`src/design/csp_fifo.sv`:
```
// Small first-in first-out queue between the front and back sections.
// Generic width and depth; no package dependencies.
`default_nettype none

module csp_fifo #(
   parameter int WIDTH = 8,
   parameter int DEPTH = 4
) (
   input  wire logic             clock,
   input  wire logic             reset,
   input  wire logic             push,
   input  wire logic [WIDTH-1:0] push_data,
   output logic                  full,
   input  wire logic             pop,
   output logic                  out_valid,
   output logic [WIDTH-1:0]      out_data
);

   localparam int AW   = $clog2(DEPTH);
   localparam int CNTW = $clog2(DEPTH + 1);

   logic [WIDTH-1:0] mem_ff [0:DEPTH-1];
   logic [AW-1:0]    wr_ptr_ff, wr_ptr_in;
   logic [AW-1:0]    rd_ptr_ff, rd_ptr_in;
   logic [CNTW-1:0]  count_ff, count_in;
   logic             do_push, do_pop;

   assign full      = (count_ff == CNTW'(DEPTH));
   assign out_valid = (count_ff != '0);
   assign out_data  = mem_ff[rd_ptr_ff];
   assign do_push   = push && !full;
   assign do_pop    = pop && out_valid;

   always_comb begin
      wr_ptr_in = wr_ptr_ff;
      rd_ptr_in = rd_ptr_ff;
      count_in  = count_ff;
      if (do_push) begin
         wr_ptr_in = (wr_ptr_ff == AW'(DEPTH - 1)) ? '0 : wr_ptr_ff + 1'b1;
      end
      if (do_pop) begin
         rd_ptr_in = (rd_ptr_ff == AW'(DEPTH - 1)) ? '0 : rd_ptr_ff + 1'b1;
      end
      if (do_push && !do_pop) begin
         count_in = count_ff + 1'b1;
      end else if (do_pop && !do_push) begin
         count_in = count_ff - 1'b1;
      end
   end

   always_ff @(posedge clock) begin
      if (reset) begin
         wr_ptr_ff <= '0;
         rd_ptr_ff <= '0;
         count_ff  <= '0;
      end else begin
         wr_ptr_ff <= wr_ptr_in;
         rd_ptr_ff <= rd_ptr_in;
         count_ff  <= count_in;
      end
   end

   always_ff @(posedge clock) begin
      if (do_push) begin
         mem_ff[wr_ptr_ff] <= push_data;
      end
   end

endmodule

`default_nettype wire

```
`config.mk`:
```
export PLATFORM = sky130hd
export DESIGN_NAME = csp_fifo
export DESIGN_NICKNAME = d
export VERILOG_FILES = /design/src/design/csp_fifo.sv
export SDC_FILE = /design/constraint.sdc
export NUM_CORES = 1
export LEC_CHECK = 0
export CORE_MARGIN = 3
export CORE_UTILIZATION = 61
export DETAILED_ROUTE_END_ITERATION = 10
export DONT_BUFFER_PORTS = 1
export GPL_ROUTABILITY_DRIVEN = 0
export GPL_TIMING_DRIVEN = 0
export PLACE_DENSITY_LB_ADDON = 0.08
export RECOVER_POWER = 25
export SETUP_SLACK_MARGIN = 0.02
export SYNTH_ARGS = -nofsm -noshare
export SYNTH_HDL_FRONTEND = slang
export SYNTH_SLANG_ARGS = --single-unit
```
`constraint.sdc`:
```
create_clock -name clock -period 2.75 [get_ports clock]
set_input_delay 0.55 -clock clock [delete_from_list [all_inputs] [get_ports clock]]
set_output_delay 0.55 -clock clock [all_outputs]
set_load 0.005 [all_outputs]
```
# --- After elaboration in Yosys (flattened, before gate mapping) ---
# Memories as Yosys holds them, arrays and structs flattened. A register that Yosys moved wholly into a read port is not among the register bits.
# Index checks and enable logic that the tools add are counted.
totals:
  mem_bits_rw: 32
  register_bits: 7
  latchBits: 0
  mem_count: 1
  romBits: 0
  inputBits: 12
  output_inout_bits: 10
classes:
  mul: 0
  order_cmp: 0
  n_addsub: 4
  mux: 8
  eq_ne: 3
  n_div: 0
  reduce_logical: 9
  bitwise_logic: 0
  n_shift: 0
mem_list:
  columns: ["name", "words", "width", "read_ports", "rd_clocked_by_memory_dff", "wr", "line_no", "rtl"]
  rows:
  - ["mem_ff", 4, 8, 1, 1, 1, "22", "logic [WIDTH-1:0] mem_ff [0:DEPTH-1];"]
op_table:
  columns: ["op", "count"]
  rows:
  - ["$mux 2", 4]
  - ["$mux 3", 2]
  - ["$add 2x1->2 const B", 2]
  - ["$eq 2x2->1 const B", 2]
  - ["$logic_and 1x1->1", 4]
  - ["$add 3x1->3 const B", 1]
  - ["$eq 3x3->1 const B", 1]
  - ["$logic_not 1->1", 3]
  - ["$reduce_bool 3->1", 1]
  - ["$sub 3x1->3 const B", 1]
  - ["$mux 1", 2]
  - ["$reduce_bool 2->1", 1]

# --- Depth between registers and ports, before layout ---
# Gate-level depths: netlist of the first run.
logic_depth:
  word_depth: 7
  ltp_mapped: 10

# --- Worst setup path before layout of the first run ---
# No wires, ideal clock.
synth_timing:
  kind: "input-to-reg"
  from: "input push"
  to: "register count_ff[2]"
  path_slack_ns: 0.695
  arrival_time_ns: 1.984
  required_time_ns: 2.680
  stages: 8
  path_cell_list: "bufinv_8 nor2_4 ha_1 inv_1 fa_1 xor2_1 or3_1 a21oi_1"
synth_via:
  elab_chain_cells: 4
synth_lines:
  columns: ["element", "line_no", "rtl"]
  rows:
  - ["start: declaration", "11", "input wire logic push,"]
  - ["$logic_and 1x1->1 *", "31", "assign do_push = push && !full;"]
  - ["net do_push", "26", "logic do_push, do_pop;"]
  - ["$logic_not 1->1", "46", "end else if (do_pop && !do_push) begin"]
  - ["$logic_and 1x1->1", "46", null]
  - ["$reduce_bool 2->1 (no line)", null, null]
  - ["end signal: assignment", "59", "count_ff <= count_in;"]
  - ["end: declaration", "25", "logic [CNTW-1:0] count_ff, count_in;"]
# The timed path passes the listed nets; every way through them passes the cells marked *.
# A chain may end at the register's enable or synchronous reset.

# --- Final worst setup path of the first run ---
layout_timing:
  from: "register count_ff[1]"
  to: "register count_ff[2]"
layout_via:
  elab_chain_cells: 6
layout_lines:
  columns: ["element", "line_no", "rtl"]
  rows:
  - ["$eq 3x3->1 *", "28", "assign full = (count_ff == CNTW'(DEPTH));"]
  - ["net full", "13", "output logic full,"]
  - ["$logic_not 1->1 *", "31", null]
  - ["$logic_and 1x1->1 *", "31", null]
  - ["net do_push", "26", null]
  - ["$logic_not 1->1", "46", null]
  - ["$logic_and 1x1->1", "46", null]
  - ["$reduce_bool 2->1 (no line)", null, null]
# The timed path passes the listed nets; every way through them passes the cells marked *. The select of a mux whose other input is x is not followed.

==> impl_metrics.ini, run 1 <==
[status]
outcome = completed

[synthesis]
share_of_the_yosys_chip_area_belonging_to_registers = 0.683
syn_nets = 111
syn-instance-count = 92
synthDistinctLibCells = 27
postSynthRegisterBits = 41
synthesis.area_mm2 = 0.00167
post_synth.cell_area_avg_um2 = 18.2
synthesis.yosys.warnings = 0

[sta]
layout_worst_path_cycle_share = 0.810
setup_total_neg_slack_ns = 0
clock_skew_ns = 0.0134
worst_slew_margin_relative_to_its_limit = 0.684
hold_violations = 0
total_count_of_max_transition_violations_in_the_final_report = 0
worst_pin_slew_ns = 0.474
setup_slack_ns = 0.524
setup_viol = 0
rsz0062_at_grt = false
period_needed_ns = 2.23
fmax_ghz = 0.449

[cts]
cts_num_sinks = 41
post_cts_resized = 0
cts-buffers-inserted = 5
skew_pair_late_insertion_delay_ns = 0.34
clock_tree.htree_level_count = 2
tritoncts = built
post_cts_buffers = 0
cts_root_buf = clkbuf_4
cts.path.max_buffers = 2
cts.reportedPaths.clkPinSlew_ns = 0.12
ctsHoldBuffers = 0

[detailed_routing]
routed_via_count = 787
drt_via_density = 6.05
remaining_drc_errors = 0
drt_iter0_drc = 14
wl_um = 2450
drt_pre_antenna_iters = 4
route.detailed.wl_per_inst_um = 18.9
postRouteAntennaNets = 0

[layout]
multi_input_comb_area_um2 = 460
layout-drive-gt1-share = 0.230
layout.filler_cells = 159
final-seq-area_mm2 = 0.00114
antenna-diode-count = 0
area_growth_syn_to_layout_pct = 6.82
final_nets = 118
finish.instance_area_mm2 = 0.00178

[grt]
global_route.usage.total = 0.171
maximum_number_of_pins_on_one_net_before_global_route_repair = 14
global_route.overflow_total = 0
initial_antenna_violation_count = 0
grt_pass1_vias = 820
wire_length_of_the_first_global_routing_pass_um = 3960

[setup_path]
critical_path.startpoint_type = flop
cp_data_required_time_ns = 3.02
crit_path_max_fanout = 7
capturing_element_type_of_the_critical_path = flop
worstSetupPathType = reg -> reg
crit_arrival_ns = 2.50

[die]
fp.coreArea_mm2 = 0.00254
ports = 22
fp-row-count = 18
die_outline_area_mm2 = 0.00340
initial_core_util = 0.656
fp.dieH_um = 58.3
die_width_um = 58.3

[power]
worst_ir_drop_vdd_mv = 0.616
design_power_total_w = 0.00153
power.leakage_nw = 0.634
pwr_density_mw_per_mm2 = 857

[placed_design]
post-place-ws_ns = 0.566
io_buffers = 0
dp_hpwl_um = 1680
dpl_cell_area_mm2 = 0.00171

[hold_path]
worst_hold_path_type = in -> reg

[job]
drv.max_cap_violation_count = 0
metal layers:
| metal | up-vias | GRT usage | share of wire |
|---|---|---|---|
| li1 | 368 | - | - |
| met1 | 386 | 0.188 | 0.37 |
| met2 | 24 | 0.271 | 0.53 |
| met3 | 9 | 0.0811 | 0.077 |
| met4 | 0 | 0.0993 | 0.031 |
| met5 | - | 0 | 0 |
Yosys cell counts:
cell	number	area, um^2
a21oi_1	2	10.0
a21oi_2	1	8.76
and3_1	4	25.0
buf_1	1	3.75
buf_2	1	5.00
buf_6	1	11.3
bufinv_8	1	17.5
clkbuf_1	1	3.75
clkinv_8	1	16.3
dfxtp_1	9	180
edfxtp_1	32	961
fa_1	1	20.0
ha_1	6	75.1
inv_1	3	11.3
mux2i_1	2	20.0
mux4_2	8	180
nand2_1	1	3.75
nand3_1	2	10.0
nor2_1	3	11.3
nor2_4	1	11.3
nor3_1	1	5.00
o21ai_0	1	5.00
o21ai_1	1	5.00
o31ai_2	2	25.0
or3_1	3	18.8
or3b_1	1	8.76
xor2_1	2	17.5
registers in the layout (all words and copies together), names as in the netlist, named ones only:
register / count
count_ff: 3
mem_ff: 32
rd_ptr_ff: 2
wr_ptr_ff: 2
worst max-delay path, stage by stage (launching register included):
cell      delay, ns
dfxtp_1        0.46
or3b_1         0.17
buf_6          0.14
clkinv_8       0.06
nor2_4         0.09
ha_1           0.19
inv_1          0.06
fa_1           0.37
xor2_1         0.18
or3_1          0.30
a21oi_1        0.14
layout make-up:
| type | count | area share |
|---|---|---|
| well taps | 30 | 0.0210 |
| inverters | 5 | 0.0252 |
| clock inverters | 2 | 0.0196 |
| clock buffers | 6 | 0.0231 |
| flip-flops and latches | 41 | 0.640 |
| plain buffers | 4 | 0.0133 |
| multi-input cells | 42 | 0.258 |
cell families after synthesis:
kind of cell,Yosys count,share of synthesized area
buffers and inverters,9,0.0412
xor gates and xnor gates,2,0.0105
and+or+nand+nor,16,0.0562
AOI/OAI and AO/OA,7,0.0322
DFF,41,0.683
adders and majority gates,7,0.0569
muxes,10,0.120
through the flow:
stage | util | instances | hold WS, ns
after floorplan | - | 92 | 0.463
after detailed placement | 0.671 | 122 | 0.483
after global routing | 0.701 | 130 | 0.257
after CTS | 0.701 | 130 | 0.271
final | 0.701 | 130 | 0.290
after global placement | 0.671 | 122 | 0.482
path summary, 6_finish.rpt:
| path | from | to | slack, ns | depth (start not counted) |
|---|---|---|---|---|
| max | count_ff[1] | count_ff[2] | 0.52 | 10 |
| min | push_data[1] | mem_ff[3][1] | 0.29 | 0 |
| max reg2reg | count_ff[1] | count_ff[2] | 0.52 | 10 |
| min reg2reg | rd_ptr_ff[0] | rd_ptr_ff[0] | 0.51 | 2 |
where the power goes:
group | switching (W) | leakage, nW | internal [W]
clock | 0.000178 | 0.0422 | 0.000191
sequential | 0.0000459 | 0.367 | 0.000756
combinational | 0.000185 | 0.224 | 0.000173
placed cells by master, fill, tap and decap left out, types with 2 or more instances in the layout:
| master | count |
|---|---|
| inv_1 | 3 |
| or3_1 | 3 |
| clkbuf_1 | 2 |
| dfxtp_1 | 9 |
| nor2_1 | 3 |
| mux2i_1 | 2 |
| clkbuf_4 | 5 |
| nand3_1 | 2 |
| ha_1 | 6 |
| edfxtp_1 | 32 |
| mux4_2 | 8 |
| xor2_1 | 2 |
| and3_1 | 4 |
| a21oi_1 | 2 |
| o31ai_2 | 2 |
(Power assumes the default switching activity.)
==> run 2: changes to the inputs <==
Settings changed: CORE_UTILIZATION 61 to 55.
Clock period 2.75 ns to 1.94 ns, I/O delays scaled along.
==> impl_metrics.ini, run 2 (same netlist as run 1, synthesis figures left out) <==
[setup_path]
crit_path_top_delay_cell = dfxtp_4
cp_data_required_time_ns = 2.22
crit_path_max_fanout = 3
critical_path.startpoint_type = flop
critical_path.cell_chain = or3b_4 > clkinv_8 > nor2_4 > ha_4 > inv_2 > fa_2 > xor2_1 > or3_1 > a21oi_1
max_stage_delay_ns = 0.37
crit_arrival_ns = 2.30
worstSetupPathType = reg -> reg
capturing_element_type_of_the_critical_path = flop

[cts]
ctsHoldBuffers = 0
skew_pair_late_insertion_delay_ns = 0.35
clock_tree.htree_level_count = 2
cts.reportedPaths.clkPinSlew_ns = 0.11
tritoncts = built
cts-buffers-inserted = 5
cts.path.max_buffers = 2
cts_root_buf = clkbuf_4
cts_num_sinks = 41

[sta]
fmax_ghz = 0.494
worst_slew_margin_relative_to_its_limit = 0.716
period_needed_ns = 2.02
total_count_of_max_transition_violations_in_the_final_report = 0
setup_viol = 1
setup_slack_ns = -0.0826
worst_pin_slew_ns = 0.427
fin_hold_ws_ns = 0.128
rsz0062_at_grt = true
clock_skew_ns = 0.00478
layout_worst_path_cycle_share = 1.04
hold_violations = 0

[power]
power.leakage_nw = 0.663
worst_ir_drop_vdd_mv = 0.739
pwr_density_mw_per_mm2 = 1170

[grt]
wire_length_of_the_first_global_routing_pass_um = 4190
initial_antenna_violation_count = 0
global_route.usage.total = 0.166
global_route.overflow_total = 0
grt_pass1_vias = 883
maximum_number_of_pins_on_one_net_before_global_route_repair = 13

[detailed_routing]
met2WireLength_um = 1500
route.detailed.wl_per_inst_um = 19.4
detailroute.wirelength.met3_um = 186
postRouteAntennaNets = 0
routed_via_count = 788
drt_pre_antenna_iters = 4
top_layer = met4
wl_met1_um = 932
drt_iter0_drc = 18
drt_via_density = 5.75
wl_um = 2660
remaining_drc_errors = 0

[layout]
mostFrequentLayoutCell = edfxtp_1
final-seq-area_mm2 = 0.00115
layout.filler_cells = 199
registers_with_the_most_flip_flops = mem_ff: 32 flops, count_ff: 3 flops
area_growth_syn_to_layout_pct = 11.2
antenna-diode-count = 0
final_cell_count_no_fill = 137
final_nets = 124
layout-drive-gt1-share = 0.349
layout.cells.most_common_list = edfxtp_1 (32), mux4_2 (8), buf_4 (7), clkbuf_4 (6), dfxtp_1 (6)
top_register_by_number_of_flip_flops = mem_ff
largest_register_ff_count = 32
multi_input_comb_area_um2 = 487

[placed_design]
io_buffers = 0
dp_hpwl_um = 1770
post-place-ws_ns = -0.130
place_inst = 123

[die]
initial_core_util = 0.590
fp-row-count = 19
die_width_um = 61.1
ports = 22
die_outline_area_mm2 = 0.00373
fp.dieH_um = 61.1
fp.coreArea_mm2 = 0.00283

[job]
drv.max_cap_violation_count = 0

[hold_path]
worst_hold_path_type = in -> reg

[status]
violated_checks = setup timing
outcome = complete, but fails checks
==> run 2: routing by layer <==
layer  global-route usage  up-vias
met5                    0        -
met4               0.0743        0
met3               0.0650        5
met2                0.298       23
met1                0.171      382
li1                     -      378
==> run 2: final timing paths <==
kind                startpoint      endpoint  slack [ns]  cells after the start
setup / recovery   count_ff[2]   count_ff[2]       -0.08                      9
setup reg to reg   count_ff[2]   count_ff[2]       -0.08                      9
hold reg to reg   rd_ptr_ff[0]  rd_ptr_ff[0]        0.54                      2
hold / removal    push_data[4]  mem_ff[3][4]        0.13                      0
==> run 2: final cells by class <==
class                   count  area share
multi-input cells          42       0.262
repair buffers              8      0.0391
inverters                   5      0.0242
flip-flops and latches     41       0.620
well taps                  31      0.0209
plain buffers               2     0.00606
clock buffers               6      0.0222
clock inverters             2     0.00539
==> run 2: timing repair <==
item | in CTS | in global routing
cloned | 0 | 0
resized for setup | 5 | 3
setup endpoints to repair | 2 | 10
pin swaps | 1 | 1
setup buffers | 6 | 2
==> run 2: where the power goes <==
part | internal, W | switching, W
clock | 0.000138 | 0.000257
sequential | 0.00108 | 0.0000738
combinational | 0.000336 | 0.000287
total | 0.00156 | 0.000617
==> run 2: critical path: cells and delay by family (launching register included) <==
| family | cells | cell delay [ns] |
|---|---|---|
| AOI/OAI and AO/OA | 1 | 0.12 |
| adders and majority gates | 2 | 0.48 |
| DFF | 1 | 0.37 |
| buffers and inverters | 2 | 0.10 |
| xor gates and xnor gates | 1 | 0.17 |
| and+or+nand+nor | 3 | 0.71 |
==> run 2: metrics by stage <==
stage           util  power [W]  cell area [um^2]  TNS [ns]
2_1_floorplan      -    0.00157              1680         0
3_3_place_gp   0.608    0.00166              1720   -0.0953
3_5_place_dp   0.608    0.00168              1720    -0.201
4_1_cts        0.651    0.00216              1840    -0.115
5_1_grt        0.657    0.00230              1860    -0.176
6_report       0.657    0.00217              1860   -0.0826
==> run 3: changes to the inputs <==
Settings changed: CELL_PAD_IN_SITES_DETAIL_PLACEMENT from default to 0, CELL_PAD_IN_SITES_GLOBAL_PLACEMENT from default to 2, CORE_UTILIZATION 55 to 41.
==> impl_metrics.ini, run 3 (same netlist as run 1, synthesis figures left out) <==
[layout]
antenna-diode-count = 0
finish.instance_area_mm2 = 0.00188
mostFrequentLayoutCell = edfxtp_1
largest_register_ff_count = 32
registers_with_the_most_flip_flops = mem_ff: 32 flops, count_ff: 3 flops
final_cell_count_no_fill = 152
area_growth_syn_to_layout_pct = 12.5
layout.cells.most_common_list = edfxtp_1 (32), mux4_2 (8), dfxtp_1 (6), ha_1 (5), clkbuf_8 (5)
finish.utilization = 0.495
layout-drive-gt1-share = 0.308
top_register_by_number_of_flip_flops = mem_ff
final_nets = 122

[status]
outcome = complete, but fails checks
violated_checks = setup timing

[setup_path]
critical_path.startpoint_type = flop
capturing_element_type_of_the_critical_path = flop
setup.worst_path.start = count_ff[2]
max_stage_delay_ns = 0.35
worstSetupPathType = reg -> reg
critical_path.top_delay_family = simple AND/OR/NAND/NOR gates
worst_r2r_startpoint = count_ff[2]
regToRegSetupSlack_ns = -0.07
crit_path_top_delay_cell = dfxtp_2
regToRegEndpoint = count_ff[2]
crit_path_max_fanout = 5
cp_data_required_time_ns = 2.15
worst-r2r-cell-count = 10
crit_arrival_ns = 2.22
critical_path.cell_chain = or3b_1 > buf_6 > clkinv_8 > nor2_4 > ha_4 > inv_2 > fa_2 > xor2_1 > or3_1 > a21oi_2
worst-path-buf-inv = 3

[sta]
layout_worst_path_cycle_share = 1.04
rsz0062_at_grt = true
setup_total_neg_slack_ns = -0.0708
setup_viol = 1
fmax_ghz = 0.497
worst_pin_slew_ns = 0.493
clock_skew_ns = 0.00579
setup_slack_ns = -0.0708
period_needed_ns = 2.01
total_count_of_max_transition_violations_in_the_final_report = 0
hold_violations = 0
worst_slew_margin_relative_to_its_limit = 0.671

[detailed_routing]
route.detailed.wl_per_inst_um = 15.9
drt_via_density = 5.26
postRouteAntennaNets = 0
drt_pre_antenna_iters = 4
remaining_drc_errors = 0
routed_via_count = 799
drt_iter0_drc = 27
wl_um = 2410

[grt]
grt_use_met3 = 0.0594
initial_antenna_violation_count = 0
grt.met1_usage = 0.108
global_route.overflow_total = 0
grt_pass1_vias = 830
maximum_number_of_pins_on_one_net_before_global_route_repair = 12
gr-usage-met2 = 0.196
grt.busiest_layer = met2
global_route.usage.total = 0.112
wire_length_of_the_first_global_routing_pass_um = 3990

[placed_design]
dpl_cell_area_mm2 = 0.00174
dp_hpwl_um = 1680
place_inst = 140
io_buffers = 0

[hold_path]
hold_path.startpoint = push_data[2]
min_to = mem_ff[1][2]
worst_hold_path_type = in -> reg
hold_depth = 0

[cts]
cts-buffers-inserted = 5
cts_root_buf = clkbuf_8
cts.reportedPaths.clkPinSlew_ns = 0.07
cts_num_sinks = 41
tritoncts = built
skew_pair_late_insertion_delay_ns = 0.28
clock_tree.htree_level_count = 2
cts.path.max_buffers = 2

[die]
die_width_um = 69.8
initial_core_util = 0.440
fp-row-count = 22
fp.dieH_um = 69.8
ports = 22
die_outline_area_mm2 = 0.00488
fp.coreArea_mm2 = 0.00380

[power]
worst_ir_drop_vdd_mv = 0.492
pwr_density_mw_per_mm2 = 1180
power.leakage_nw = 0.652
design_power_total_w = 0.00221

[job]
drv.max_cap_violation_count = 0
run 3: cell count changes in the layout (fill, tap and decap cells not counted), sizes merged:
cell / change
buf: -2
clkbuf: +2
clkinv: -2
run 3: worst reg2reg max path: stages, from the launching register on:
cell      delay (ns)
dfxtp_2         0.35
or3b_1          0.17
buf_6           0.12
clkinv_8        0.05
nor2_4          0.12
ha_4            0.15
inv_2           0.04
fa_2            0.32
xor2_1          0.17
or3_1           0.32
a21oi_2         0.13
run 3: area by class of cell:
type                    instances  area (um^2)
well taps                      48         60.1
plain buffers                   4         26.3
multi-input cells              42          488
flip-flops and latches         41         1150
fillers                       337         1920
clock buffers                   8         80.1
inverters                       5         45.0
repair buffers                  4         30.0
run 3: worst max-delay path by stage:
stage                        to  slack, ns  cells past startpoint
floorplan           count_ff[2]       0.01                     10
global placement    count_ff[2]      -0.11                     10
detailed placement  count_ff[2]      -0.17                      7
CTS                 count_ff[2]      -0.09                     10
global route        count_ff[2]      -0.15                     10
finish              count_ff[2]      -0.07                     10
run 3: routing by layer:
layer	routed length [um]	share of wire
met5	0	0
met1	862	0.36
met4	40	0.017
met3	204	0.085
met2	1300	0.54
run 3: what timing repair did:
| action | CTS | global route |
|---|---|---|
| setup endpoints to repair | 2 | 4 |
| hold buffers | 0 | 0 |
| pin swaps | 1 | 0 |
| resized for setup | 5 | 2 |
| buffers inserted | 4 | 0 |
| endpoints found under the hold margin | 0 | 0 |
run 3: where the power goes:
| group | leakage, nW | internal [W] | switching [W] | total, W |
|---|---|---|---|---|
| clock network | 0.0395 | 0.000255 | 0.000242 | 0.000497 |
| logic | 0.243 | 0.000296 | 0.000274 | 0.000570 |
| registers | 0.369 | 0.00108 | 0.0000643 | 0.00115 |
run 3: stage by stage:
step | hold slack [ns] | worst slack [ns]
finish | 0.199 | -0.0708
detailed placement | 0.487 | -0.166
floorplan | 0.463 | 0.0115
CTS | 0.183 | -0.0896
global placement | 0.487 | -0.112
global route | 0.172 | -0.147
